<file path="config.mk">
export PLATFORM = sky130hd
export DESIGN_NAME = nmea_rmc_field_extractor_unit
export DESIGN_NICKNAME = d
export VERILOG_FILES = /design/src/sv/rmc_pkg.sv /design/src/sv/rmc_parse.sv /design/src/sv/rmc_out_reg.sv /design/src/sv/nmea_rmc_field_extractor_unit.sv
export SDC_FILE = /design/constraint.sdc
export NUM_CORES = 1
export LEC_CHECK = 0
export BUFFER_PORTS_ARGS = -buffer_cell sky130_fd_sc_hd__buf_2
export CAP_MARGIN = 20
export CORE_MARGIN = 2
export CORE_UTILIZATION = 45
export CTS_BUF_LIST = sky130_fd_sc_hd__clkbuf_8 sky130_fd_sc_hd__clkbuf_16
export DETAILED_ROUTE_END_ITERATION = 8
export PLACE_DENSITY_LB_ADDON = 0.3
export SYNTH_ARGS = -nofsm -noshare
export SYNTH_HDL_FRONTEND = slang
export SYNTH_SLANG_ARGS = --single-unit
export TNS_END_PERCENT = 1
</file>
<file path="constraint.sdc">
create_clock -name clk -period 3 [get_ports clk]
set_input_delay 0.15 -clock clk [delete_from_list [all_inputs] [get_ports clk]]
set_output_delay 0.15 -clock clk [all_outputs]
set_load 0.005 [all_outputs]
</file>
<file path="src/sv/rmc_pkg.sv">
// Package for the RMC sentence field extractor.
// Holds character codes, result kinds, field ids, the result struct and
// header/field decode functions. No dependencies.
package rmc_pkg;

    localparam int MAX_SENTENCE_DEF = 80;
    localparam int FIELD_CHARS_DEF  = 12;

    localparam int HDR_LEN = 7;
    localparam int HP_W    = 3;
    localparam int SLEN_W  = 7;
    localparam int CC_W    = 4;

    localparam logic [7:0] CHR_DOLLAR = 8'h24;
    localparam logic [7:0] CHR_G      = 8'h47;
    localparam logic [7:0] CHR_P      = 8'h50;
    localparam logic [7:0] CHR_N      = 8'h4E;
    localparam logic [7:0] CHR_R      = 8'h52;
    localparam logic [7:0] CHR_M      = 8'h4D;
    localparam logic [7:0] CHR_C      = 8'h43;
    localparam logic [7:0] CHR_COMMA  = 8'h2C;
    localparam logic [7:0] CHR_CR     = 8'h0D;
    localparam logic [7:0] CHR_LF     = 8'h0A;
    localparam logic [7:0] CHR_A      = 8'h41;
    localparam logic [7:0] CHR_V      = 8'h56;

    localparam logic [1:0] KIND_CHAR = 2'd0;
    localparam logic [1:0] KIND_OK   = 2'd1;
    localparam logic [1:0] KIND_ERR  = 2'd2;

    localparam logic [2:0] FID_TIME = 3'd0;
    localparam logic [2:0] FID_LAT  = 3'd1;
    localparam logic [2:0] FID_NS   = 3'd2;
    localparam logic [2:0] FID_LON  = 3'd3;
    localparam logic [2:0] FID_EW   = 3'd4;
    localparam logic [2:0] FID_DATE = 3'd5;

    // comma counts that matter
    localparam logic [CC_W-1:0] CC_STATUS = 4'd1;
    localparam logic [CC_W-1:0] CC_MIN_OK = 4'd9;
    localparam logic [CC_W-1:0] CC_MAX    = 4'd15;

    typedef struct packed {
        logic [1:0] kind;
        logic [2:0] field_id;
        logic [3:0] char_index;
        logic [7:0] char_code;
        logic       fix_valid;
    } result_t;

    function automatic logic header_match(input logic [HP_W-1:0] pos, input logic [7:0] b);
        logic m;
        begin
            unique case (pos)
                3'd0:    m = (b == CHR_DOLLAR);
                3'd1:    m = (b == CHR_G);
                3'd2:    m = (b == CHR_P) || (b == CHR_N);
                3'd3:    m = (b == CHR_R);
                3'd4:    m = (b == CHR_M);
                3'd5:    m = (b == CHR_C);
                3'd6:    m = (b == CHR_COMMA);
                default: m = 1'b0;
            endcase
            return m;
        end
    endfunction

    // {reported, field id} for a comma count
    function automatic logic [3:0] field_of(input logic [CC_W-1:0] cc);
        logic [3:0] r;
        begin
            unique case (cc)
                4'd0:    r = {1'b1, FID_TIME};
                4'd2:    r = {1'b1, FID_LAT};
                4'd3:    r = {1'b1, FID_NS};
                4'd4:    r = {1'b1, FID_LON};
                4'd5:    r = {1'b1, FID_EW};
                4'd8:    r = {1'b1, FID_DATE};
                default: r = 4'b0000;
            endcase
            return r;
        end
    endfunction

endpackage

</file>
<file path="src/sv/rmc_parse.sv">
// Input word register and sentence parser state for the RMC extractor.
// While the result slot is free, one byte per cycle is decoded into the
// next state and at most one result. Depends on rmc_pkg.
module rmc_parse #(
    parameter int MAX_SENTENCE = rmc_pkg::MAX_SENTENCE_DEF,
    parameter int FIELD_CHARS  = rmc_pkg::FIELD_CHARS_DEF
) (
    input  logic             clk,
    input  logic             rst_n,
    input  logic             in_valid,
    output logic             in_ready,
    input  logic [7:0]       in_byte,
    input  logic             slot_free,
    output logic             res_load,
    output rmc_pkg::result_t res
);
    import rmc_pkg::*;

    localparam int POS_W = $clog2(FIELD_CHARS + 1);

    logic             in_valid_reg;
    logic [7:0]       in_byte_reg;
    logic             advance;

    logic [HP_W-1:0]   header_pos_reg, header_pos_next;
    logic              in_sentence_reg, in_sentence_next;
    logic [CC_W-1:0]   comma_count_reg, comma_count_next;
    logic [POS_W-1:0]  field_char_pos_reg, field_char_pos_next;
    logic [SLEN_W-1:0] sentence_length_reg, sentence_length_next;
    logic              cr_seen_reg, cr_seen_next;
    logic              position_valid_reg, position_valid_next;

    logic             emit;
    logic [1:0]       kind;
    logic             do_hunt;
    logic [HP_W-1:0]  hunt_pos;
    logic [HP_W-1:0]  hunt_inc;
    logic [3:0]       fsel;
    logic [7:0]       b;

    assign advance  = in_valid_reg && slot_free;
    assign in_ready = !in_valid_reg || advance;
    assign res_load = advance && emit;
    assign b        = in_byte_reg;

    always_ff @(posedge clk or negedge rst_n)
    begin
        if (!rst_n)
        begin
            in_valid_reg <= 1'b0;
        end
        else if (in_ready)
        begin
            in_valid_reg <= in_valid;
        end
    end

    always_ff @(posedge clk)
    begin
        if (in_ready && in_valid)
        begin
            in_byte_reg <= in_byte;
        end
    end

    always_comb
    begin
        header_pos_next      = header_pos_reg;
        in_sentence_next     = in_sentence_reg;
        comma_count_next     = comma_count_reg;
        field_char_pos_next  = field_char_pos_reg;
        sentence_length_next = sentence_length_reg;
        cr_seen_next         = cr_seen_reg;
        position_valid_next  = position_valid_reg;
        emit                 = 1'b0;
        kind                 = KIND_CHAR;
        do_hunt              = 1'b0;
        fsel                 = field_of(comma_count_reg);

        if (!in_sentence_reg)
        begin
            do_hunt = 1'b1;
        end
        else if (cr_seen_reg)
        begin
            emit = 1'b1;
            kind = (b == CHR_LF && comma_count_reg >= CC_MIN_OK) ? KIND_OK : KIND_ERR;
            do_hunt = (b != CHR_LF);
        end
        else if (b == CHR_CR)
        begin
            cr_seen_next = 1'b1;
        end
        else if (sentence_length_reg >= SLEN_W'(MAX_SENTENCE))
        begin
            emit    = 1'b1;
            kind    = KIND_ERR;
            do_hunt = 1'b1;
        end
        else
        begin
            sentence_length_next = sentence_length_reg + 1'b1;
            if (b == CHR_COMMA)
            begin
                if (comma_count_reg < CC_MAX)
                begin
                    comma_count_next = comma_count_reg + 1'b1;
                end
                field_char_pos_next = '0;
            end
            else
            begin
                if (field_char_pos_reg < POS_W'(FIELD_CHARS))
                begin
                    field_char_pos_next = field_char_pos_reg + 1'b1;
                end
                if (comma_count_reg == CC_STATUS)
                begin
                    if (field_char_pos_reg == '0 && b == CHR_A)
                    begin
                        position_valid_next = 1'b1;
                    end
                    else if (field_char_pos_reg == '0 && b == CHR_V)
                    begin
                        position_valid_next = 1'b0;
                    end
                end
                else if (fsel[3] && field_char_pos_reg < POS_W'(FIELD_CHARS))
                begin
                    emit = 1'b1;
                end
            end
        end

        // leaving a sentence clears everything but the fix flag
        if (in_sentence_reg && emit && kind != KIND_CHAR)
        begin
            in_sentence_next     = 1'b0;
            header_pos_next      = '0;
            comma_count_next     = '0;
            field_char_pos_next  = '0;
            sentence_length_next = '0;
            cr_seen_next         = 1'b0;
        end

        // header hunt, started from position zero after a sentence ends
        hunt_pos = in_sentence_reg ? '0 : header_pos_reg;
        hunt_inc = hunt_pos + 1'b1;
        if (do_hunt)
        begin
            if (header_match(hunt_pos, b))
            begin
                if (hunt_inc == HP_W'(HDR_LEN))
                begin
                    header_pos_next      = '0;
                    in_sentence_next     = 1'b1;
                    comma_count_next     = '0;
                    field_char_pos_next  = '0;
                    sentence_length_next = SLEN_W'(HDR_LEN);
                    cr_seen_next         = 1'b0;
                end
                else
                begin
                    header_pos_next = hunt_inc;
                end
            end
            else
            begin
                header_pos_next = (b == CHR_DOLLAR) ? HP_W'(1) : '0;
            end
        end
    end

    always_comb
    begin
        res.kind       = kind;
        res.field_id   = (kind == KIND_CHAR) ? fsel[2:0] : '0;
        res.char_index = (kind == KIND_CHAR) ? 4'(field_char_pos_reg) : '0;
        res.char_code  = (kind == KIND_CHAR) ? b : '0;
        res.fix_valid  = position_valid_next;
    end

    always_ff @(posedge clk or negedge rst_n)
    begin
        if (!rst_n)
        begin
            header_pos_reg      <= '0;
            in_sentence_reg     <= 1'b0;
            comma_count_reg     <= '0;
            field_char_pos_reg  <= '0;
            sentence_length_reg <= '0;
            cr_seen_reg         <= 1'b0;
            position_valid_reg  <= 1'b0;
        end
        else if (advance)
        begin
            header_pos_reg      <= header_pos_next;
            in_sentence_reg     <= in_sentence_next;
            comma_count_reg     <= comma_count_next;
            field_char_pos_reg  <= field_char_pos_next;
            sentence_length_reg <= sentence_length_next;
            cr_seen_reg         <= cr_seen_next;
            position_valid_reg  <= position_valid_next;
        end
    end

    a_len_bound: assert property (@(posedge clk) disable iff (!rst_n)
        sentence_length_reg <= SLEN_W'(MAX_SENTENCE))
        else $error("sentence length past limit");

    a_hunt_clean: assert property (@(posedge clk) disable iff (!rst_n)
        !in_sentence_reg |-> (comma_count_reg == '0 && sentence_length_reg == '0
                              && !cr_seen_reg))
        else $error("sentence state left over while hunting");

    a_hdr_idle: assert property (@(posedge clk) disable iff (!rst_n)
        in_sentence_reg |-> header_pos_reg == '0)
        else $error("header position nonzero inside sentence");

    a_fix_hold: assert property (@(posedge clk) disable iff (!rst_n)
        !advance |=> $stable(position_valid_reg))
        else $error("fix flag changed without a byte");

endmodule

</file>
<file path="src/sv/rmc_out_reg.sv">
// Result register for the RMC extractor: holds one result word until taken.
// Depends on rmc_pkg.
module rmc_out_reg (
    input  logic             clk,
    input  logic             rst_n,
    input  logic             load,
    input  rmc_pkg::result_t res,
    output logic             slot_free,
    output logic             out_valid,
    input  logic             out_ready,
    output rmc_pkg::result_t out_res
);
    import rmc_pkg::*;

    logic    valid_reg;
    result_t res_reg;

    assign slot_free = !valid_reg || out_ready;
    assign out_valid = valid_reg;
    assign out_res   = res_reg;

    always_ff @(posedge clk or negedge rst_n)
    begin
        if (!rst_n)
        begin
            valid_reg <= 1'b0;
        end
        else if (slot_free)
        begin
            valid_reg <= load;
        end
    end

    always_ff @(posedge clk)
    begin
        if (slot_free && load)
        begin
            res_reg <= res;
        end
    end

    a_sentence_zero: assert property (@(posedge clk) disable iff (!rst_n)
        valid_reg && res_reg.kind != KIND_CHAR |->
            (res_reg.char_code == '0 && res_reg.char_index == '0 && res_reg.field_id == '0))
        else $error("sentence result carries character data");

    a_load_taken: assert property (@(posedge clk) disable iff (!rst_n)
        slot_free && load |=> valid_reg)
        else $error("result lost on load");

endmodule

</file>
<file path="src/sv/nmea_rmc_field_extractor_unit.sv">
// Top level of the RMC sentence field extractor: input word register,
// parser, result register. Depends on rmc_pkg, rmc_parse, rmc_out_reg.
//
// Takes one received byte per word and hunts for a "$GPRMC," or "$GNRMC,"
// header. Inside a sentence it emits one character word for each of the first
// FIELD_CHARS characters of the time, latitude, N/S, longitude, E/W and date
// fields, updates the fix flag from the first status character, and ends the
// sentence with an ok word on CR LF after at least nine field commas, or an
// error word otherwise or when the sentence runs past MAX_SENTENCE bytes.
// With the output ready, one byte is taken every cycle; a byte is held in
// the input register and its result is loaded into the result register
// when the result slot is free. The result register and the input register
// together hold one word each while the output is stalled.
module nmea_rmc_field_extractor_unit #(
    parameter int MAX_SENTENCE = rmc_pkg::MAX_SENTENCE_DEF,
    parameter int FIELD_CHARS  = rmc_pkg::FIELD_CHARS_DEF
) (
    input  logic        clk,
    input  logic        rst_n,
    input  logic        s_axis_tvalid,
    output logic        s_axis_tready,
    input  logic [7:0]  s_axis_tdata,   // [7:0] rx_byte
    output logic        m_axis_tvalid,
    input  logic        m_axis_tready,
    output logic [15:0] m_axis_tdata,   // [2:0] field_id, [6:3] char_index,
                                        // [14:7] char_code, [15] fix_valid
    output logic [1:0]  m_axis_tuser    // [1:0] kind
);
    import rmc_pkg::*;

    logic    slot_free;
    logic    res_load;
    result_t res;
    result_t out_res;

    rmc_parse #(
        .MAX_SENTENCE (MAX_SENTENCE),
        .FIELD_CHARS  (FIELD_CHARS)
    ) u_parse (
        .clk       (clk),
        .rst_n     (rst_n),
        .in_valid  (s_axis_tvalid),
        .in_ready  (s_axis_tready),
        .in_byte   (s_axis_tdata),
        .slot_free (slot_free),
        .res_load  (res_load),
        .res       (res)
    );

    rmc_out_reg u_out (
        .clk       (clk),
        .rst_n     (rst_n),
        .load      (res_load),
        .res       (res),
        .slot_free (slot_free),
        .out_valid (m_axis_tvalid),
        .out_ready (m_axis_tready),
        .out_res   (out_res)
    );

    assign m_axis_tuser = out_res.kind;
    assign m_axis_tdata = {out_res.fix_valid, out_res.char_code,
                           out_res.char_index, out_res.field_id};

endmodule
</file>
Word-level counts from Yosys, hierarchy flattened. Cells that the tools add are included.

Word-level logic and storage cells: 143. Flip-flop bits (word level): 49. Bits of input ports: 12. Output and inout bits: 20.

$add $sub $neg: 4. $lt $le $gt $ge: 4. Equality and inequality tests: 26. Reduce and logical (&&, ||, !) cells: 22. Mux-type cells: 72.

Operator list (number): 4-bit 2-to-1 mux (20); 8-bit by 7-bit == test with 1-bit output, second input constant (8); 7-bit 2-to-1 mux (8); 1-bit 2-to-1 mux (32); 4-bit case mux with 6 select lines (1); 8-bit by 4-bit == test with 1-bit output, second input constant (2); 8-bit by 6-bit == test with 1-bit output, second input constant (2); 3-bit 2-to-1 mux (5); 3-bit == test, second input constant (4); 1-bit logical AND (10); 2-bit 2-to-1 mux (5); 4-bit by 1-bit adder with 4-bit output, second input constant (2); 4-bit by 2-bit == test with 1-bit output, second input constant (2); 4-bit by 3-bit == test with 1-bit output, second input constant (2); 4-bit logical NOT (2); 4-bit less-than comparator, second input constant (2); 8-bit by 4-bit inequality test with 1-bit output, second input constant (1); 7-bit by 1-bit adder with 7-bit output, second input constant (1); 7-bit greater-or-equal comparator, second input constant (1); 1-bit case mux with 7 select lines (1); 3-bit by 2-bit == test with 1-bit output, second input constant (2); 4-bit by 1-bit == test with 1-bit output, second input constant (1); 4-bit == test, second input constant (1); 4-bit greater-or-equal comparator, second input constant (1); 8 further kinds (12).

Longest topological paths before layout.
Word-level depth: 16. Mapped depth: 11. Gate-level depth less buffers: 10.

Hierarchy. Synthesis repeated with hierarchy kept, for this count alone.

Cell total of the unflattened synthesis: 280. Area total of the unflattened synthesis: 2841.5 um2.

Modules (own cells, without submodules): rmc_parse (cells an instance 258, area an instance 2247.2 um2, instances 1); rmc_out_reg (cells an instance 22, area an instance 594.3 um2, instances 1).

Least setup slack after synthesis. No wires, ideal clock.

Path kind: register to register. From: reg u_parse.in_sentence_reg. To: reg u_parse.header_pos_reg[0]. Data required time: 2.878 ns. Setup slack: 0.362 ns. Arrival time: 2.517 ns. Cell stages (with the launch flop): 11. Cells stage by stage: dfrtp_1 -> clkbuf_1 -> nor2_1 -> inv_1 -> ha_1 -> and4bb_1 -> nor4_1 -> a211oi_1 -> o31a_1 -> mux2_1 -> a32o_1.

Longest elaborated chain between the ends: 6. Elaborated cells on any way between the ends: 23. Those cells by class: add/sub (1); eq/ne (7); mux (9); reduce/logical (6).

RTL lines: start: declaration (RTL line rmc_parse.sv:26) `logic in_sentence_reg, in_sentence_next;`; start signal: assignment (RTL line rmc_parse.sv:198) `in_sentence_reg <= in_sentence_next;`; 3-bit 2-to-1 mux (RTL line rmc_parse.sv:147) `hunt_pos = in_sentence_reg ? '0 : header_pos_reg;`; 3-bit by 1-bit adder with 3-bit output, or another cell as far along (RTL line rmc_parse.sv:148) `hunt_inc = hunt_pos + 1'b1;`; 3-bit == test / 1-bit case mux with 7 select lines (equally long branches) (RTL line rmc_parse.sv:153, rmc_pkg.sv:54); 3-bit 2-to-1 mux / 1-bit 2-to-1 mux (equally long branches) (RTL line rmc_parse.sv:153, rmc_parse.sv:149); 3-bit 2-to-1 mux (RTL line rmc_parse.sv:151) `if (header_match(hunt_pos, b))`; 3-bit 2-to-1 mux (RTL line rmc_parse.sv:149) `if (do_hunt)`; end signal: assignment (RTL line rmc_parse.sv:197) `header_pos_reg <= header_pos_next;`; end: declaration (RTL line rmc_parse.sv:25) `logic [HP_W-1:0] header_pos_reg, header_pos_next;`.

Parallel ways exist; a longest one is shown, timed or not. The select of a mux whose other input is x is not followed. A chain may end at the register's enable or synchronous reset.

Worst setup path in the final report. Ends and elaborated chain as after synthesis.

==> summary.txt <==
Status
  • Status: completed

Timing
  • Layout Skew: 0.00921 ns
  • Max transition margin: between 50% and 60%
  • RSZ-0062 raised after global routing: false
  • Post-Route Setup TNS: 0 ns
  • Worst slew pin tran: between 0.6 and 0.7 ns
  • Slew Viols, Final: 0
  • Final setup fails: 0
  • Fmax achieved: 0.375 GHz
  • Fin Hold WS: approximately 0.0098 ns
  • Final Hold Vio Count: 0
  • Minimum clock period: about 2.7 ns
  • Crit share post-route: roughly 89%

CTS
  • CTS Buf Count: 5
  • CTS Buffer Depth: 2
  • Post-CTS Hold Fix Bufs: 1
  • Clock slew at reported path FFs: around 0.09 ns
  • Setup bufs post-CTS: 0
  • Clock Latency Late Sink: between 0.3 and 0.4 ns
  • CTS tree: built
  • Sink Count: around 50
  • Clock Tree Root: clkbuf_8
  • H-Tree Depth: 2
  • # resized after CTS: 0

Synthesis
  • Syn Nets: between 300 and 400
  • Mapped Area: between 2000 and 3000 sq um
  • Cells after Synth: 296
  • YS warnings: 0
  • Sequential-to-total area share from yosys stat: 46.9%
  • Post-synth ARST share: a little under half
  • Avg Cell Area, Syn: 9.76 sq um
  • Main area contributors after synthesis: edfxtp_1 (27%), dfrtp_1 (20%), ha_1 (6.1%)
  • Post-synth EDFFs: 26
  • Share of the synthesized area in the top cell type: a little over a quarter
  • Synth Flop Type: edfxtp_1
  • Cell taking the most area after synthesis: edfxtp_1
  • Synth unique cells: 57
  • FF+latch count, synth: 49

Worst setup path
  • FF-to-FF setup slack: 0.33 ns
  • Critical path cell sequence: nor2_1 > inv_1 > ha_1 > and4bb_1 > nor4_1 > a211oi_1 > o31a_1 > mux2_1 > a32o_1
  • CP required: roughly 3.2 ns
  • Worst R2R Path Depth: 9
  • Delay-heaviest family, CP: simple AND/OR/NAND/NOR gates
  • Critical Path Sink: u_parse.header_pos_reg[0]$_DFFE_PN0P_
  • R2r endpoint: u_parse.header_pos_reg[0]$_DFFE_PN0P_
  • Number of stages on the worst setup path: 9
  • Worst r2r src: u_parse.in_sentence_reg$_DFFE_PN0P_
  • Crit path kind: flop to flop
  • Critical path's slowest cell: dfrtp_1
  • CP Capture Type: flop
  • Worst Setup SP: u_parse.in_sentence_reg$_DFFE_PN0P_
  • Startpoint types: flop
  • Critical Path Fanout Max: 8
  • Buf/Inv on CP: 1
  • Largest stage delay, worst path: ~0.46 ns
  • WP data arrival: 2.87 ns

Job
  • Max-cap viol count: 0

Power and ir drop
  • Comb power frac: under 10%
  • Sequential Power Share: approximately 62%
  • Power Density: 371 nW/um^2
  • Leakage: between 1 and 1.5 nW
  • Final Power: 1.20 mW
  • NetSw: between 0.2 and 0.3 mW
  • Int Pwr: about 0.91 mW
  • Sw Share: 23.7%
  • Clk pwr share: between 30% and 40%
  • Worst VDD drop: 0.000160 V

Detailed routing
  • WL/cell: roughly 15 um
  • Via Count: 2300
  • DRC errors left: 0
  • Vias per cell: roughly 5.7
  • Pre-antenna DRT Iters: 4
  • Routed Antenna Nets: 0
  • Number of DRC markers in iteration 0: between 150 and 200
  • Routed WL: ~6.2 mm

Place
  • DPL Wire Length: between 4 and 5 mm
  • IO Port Bufs: 31
  • GP Congestion: 0.875

Global route
  • Largest net degree at the start of global routing: 24
  • Vias in the first global route: between 2000 and 2500
  • GRT Total Usage: ~18%
  • Initial antenna violation count: 0
  • First-pass GRT wire length: about 10 mm
  • GRT overflow: 0

Final layout
  • Fill cell count: slightly below 600
  • Max reg flops: 18
  • Final-stage net count: roughly 350
  • Antenna Cells: 0
  • Layout area overhead: 11.7%
  • Ratio of cells with drive above 1 in the final layout: 15.5%

Floorplan
  • Die Height: ~84 um
  • Site Rows: 29
  • DIE AREA: a little over 7000 sq um
  • Die X: around 84 um
  • Top-level port count: 32
  • Initial Util: a little under half
  • Core Region: approximately 6300 sq um

Worst hold path
  • Worst min-delay path class: input port to flop
[layout by cell type, fill, tap and decap left out, types with 6 or more instances in the layout]
| cell type | n |
|---|---|
| nor3_1 | 7 |
| buf_4 | 6 |
| ha_1 | 14 |
| nor2b_1 | 16 |
| nor2_1 | 23 |
| a21oi_1 | 10 |
| inv_1 | 19 |
| o21ai_1 | 8 |
| edfxtp_1 | 26 |
| and3_1 | 6 |
| nand3_1 | 11 |
| dfrtp_1 | 23 |
| buf_2 | 31 |
| o21ai_0 | 10 |
| nand2b_1 | 7 |
| nand2_1 | 24 |
[worst min path at each step]
stage | startpoint | end | slack [ns] | depth (start not counted)
after floorplan | rst_n | u_out.out_valid$_DFFE_PN0P_ | -0.15 | 0
after global placement | rst_n | u_parse.field_char_pos_reg[1]$_DFFE_PN0P_ | 0.17 | 1
after detailed placement | rst_n | u_parse.field_char_pos_reg[1]$_DFFE_PN0P_ | 0.17 | 1
after CTS | s_axis_tdata[3] | u_parse.b[3]$_DFFE_PP_ | 0.009 | 1
after global routing | s_axis_tdata[3] | u_parse.b[3]$_DFFE_PP_ | 0.003 | 1
final | s_axis_tdata[3] | u_parse.b[3]$_DFFE_PP_ | 0.01 | 1
[Yosys cell counts (2+ instances only)]
| library cell | number |
|---|---|
| mux2_2 | 2 |
| o22ai_1 | 2 |
| o21ai_0 | 10 |
| and3_1 | 6 |
| nor2_1 | 23 |
| o21ai_1 | 8 |
| a31oi_1 | 5 |
| mux2i_1 | 2 |
| o41ai_1 | 2 |
| nand4b_1 | 2 |
| o31ai_1 | 5 |
| a21oi_1 | 10 |
| o211ai_1 | 4 |
| nor4_1 | 3 |
| buf_2 | 4 |
| ha_1 | 14 |
| nand3_1 | 11 |
| dfrtp_1 | 23 |
| nor2b_1 | 16 |
| nor3_1 | 7 |
| edfxtp_1 | 26 |
| and4b_1 | 2 |
| inv_1 | 19 |
| nor4b_1 | 2 |
| a22oi_1 | 5 |
| and3b_1 | 3 |
| nand4_1 | 3 |
| and4_1 | 3 |
| nand2_1 | 24 |
| nand3b_1 | 4 |
| and2_1 | 4 |
| nor3_2 | 2 |
| nand2b_1 | 7 |
| clkbuf_1 | 10 |
[final cells by class]
| class | instances | area [sq um] | share of cell area [%] |
|---|---|---|---|
| clock inverters | 3 | 17.5 | 0.543 |
| flip-flops and latches | 49 | 1360 | 42.0 |
| clock buffers | 5 | 68.8 | 2.13 |
| repair buffers | 39 | 220 | 6.82 |
| well taps | 77 | 96.3 | 2.99 |
| multi-input cells | 213 | 1400 | 43.3 |
| inverters | 19 | 71.3 | 2.21 |
[metal layers]
metal,global-route usage [%],part of all wire [%],up-vias
li1,-,-,1144
met1,25.3,47,1081
met2,27.1,46,63
met3,2.57,4.2,12
met4,7.18,2.0,0
met5,0,0,-
[power by group through the flow]
stage	logic, mW	registers [mW]	clock network (mW)
finish	0.0713	0.735	0.390
global route	0.0787	0.737	0.427
CTS	0.0702	0.734	0.399
detailed placement	0.0691	0.749	0
global placement	0.0678	0.749	0
floorplan	0.0516	0.737	0
[stage by stage]
stage	instances	area, sq um	worst slack, ns	util [%]
after global routing	405	3230	0.110	51.4
after detailed placement	395	3120	0.359	49.7
final	405	3230	0.333	51.4
after floorplan	296	2890	0.362	-
after global placement	395	3120	0.439	49.7
after CTS	404	3220	0.352	51.2
[cell families after synthesis]
family	count (synthesis)	synth area share (%)
xor+xnor	1	0.303
buf+inv	34	4.72
flops	49	46.9
mux	5	1.86
simple gates	129	25.6
fa+ha+maj	14	6.06
compound gates	64	14.6
[worst register-to-register path, stage by stage, from the launching register on]
cell and delay (ns):
dfrtp_1 0.46, nor2_1 0.27, inv_1 0.11, ha_1 0.25, and4bb_1 0.21, nor4_1 0.24
a211oi_1 0.10, o31a_1 0.35, mux2_1 0.32, a32o_1 0.25
(Power assumes the default switching activity.)
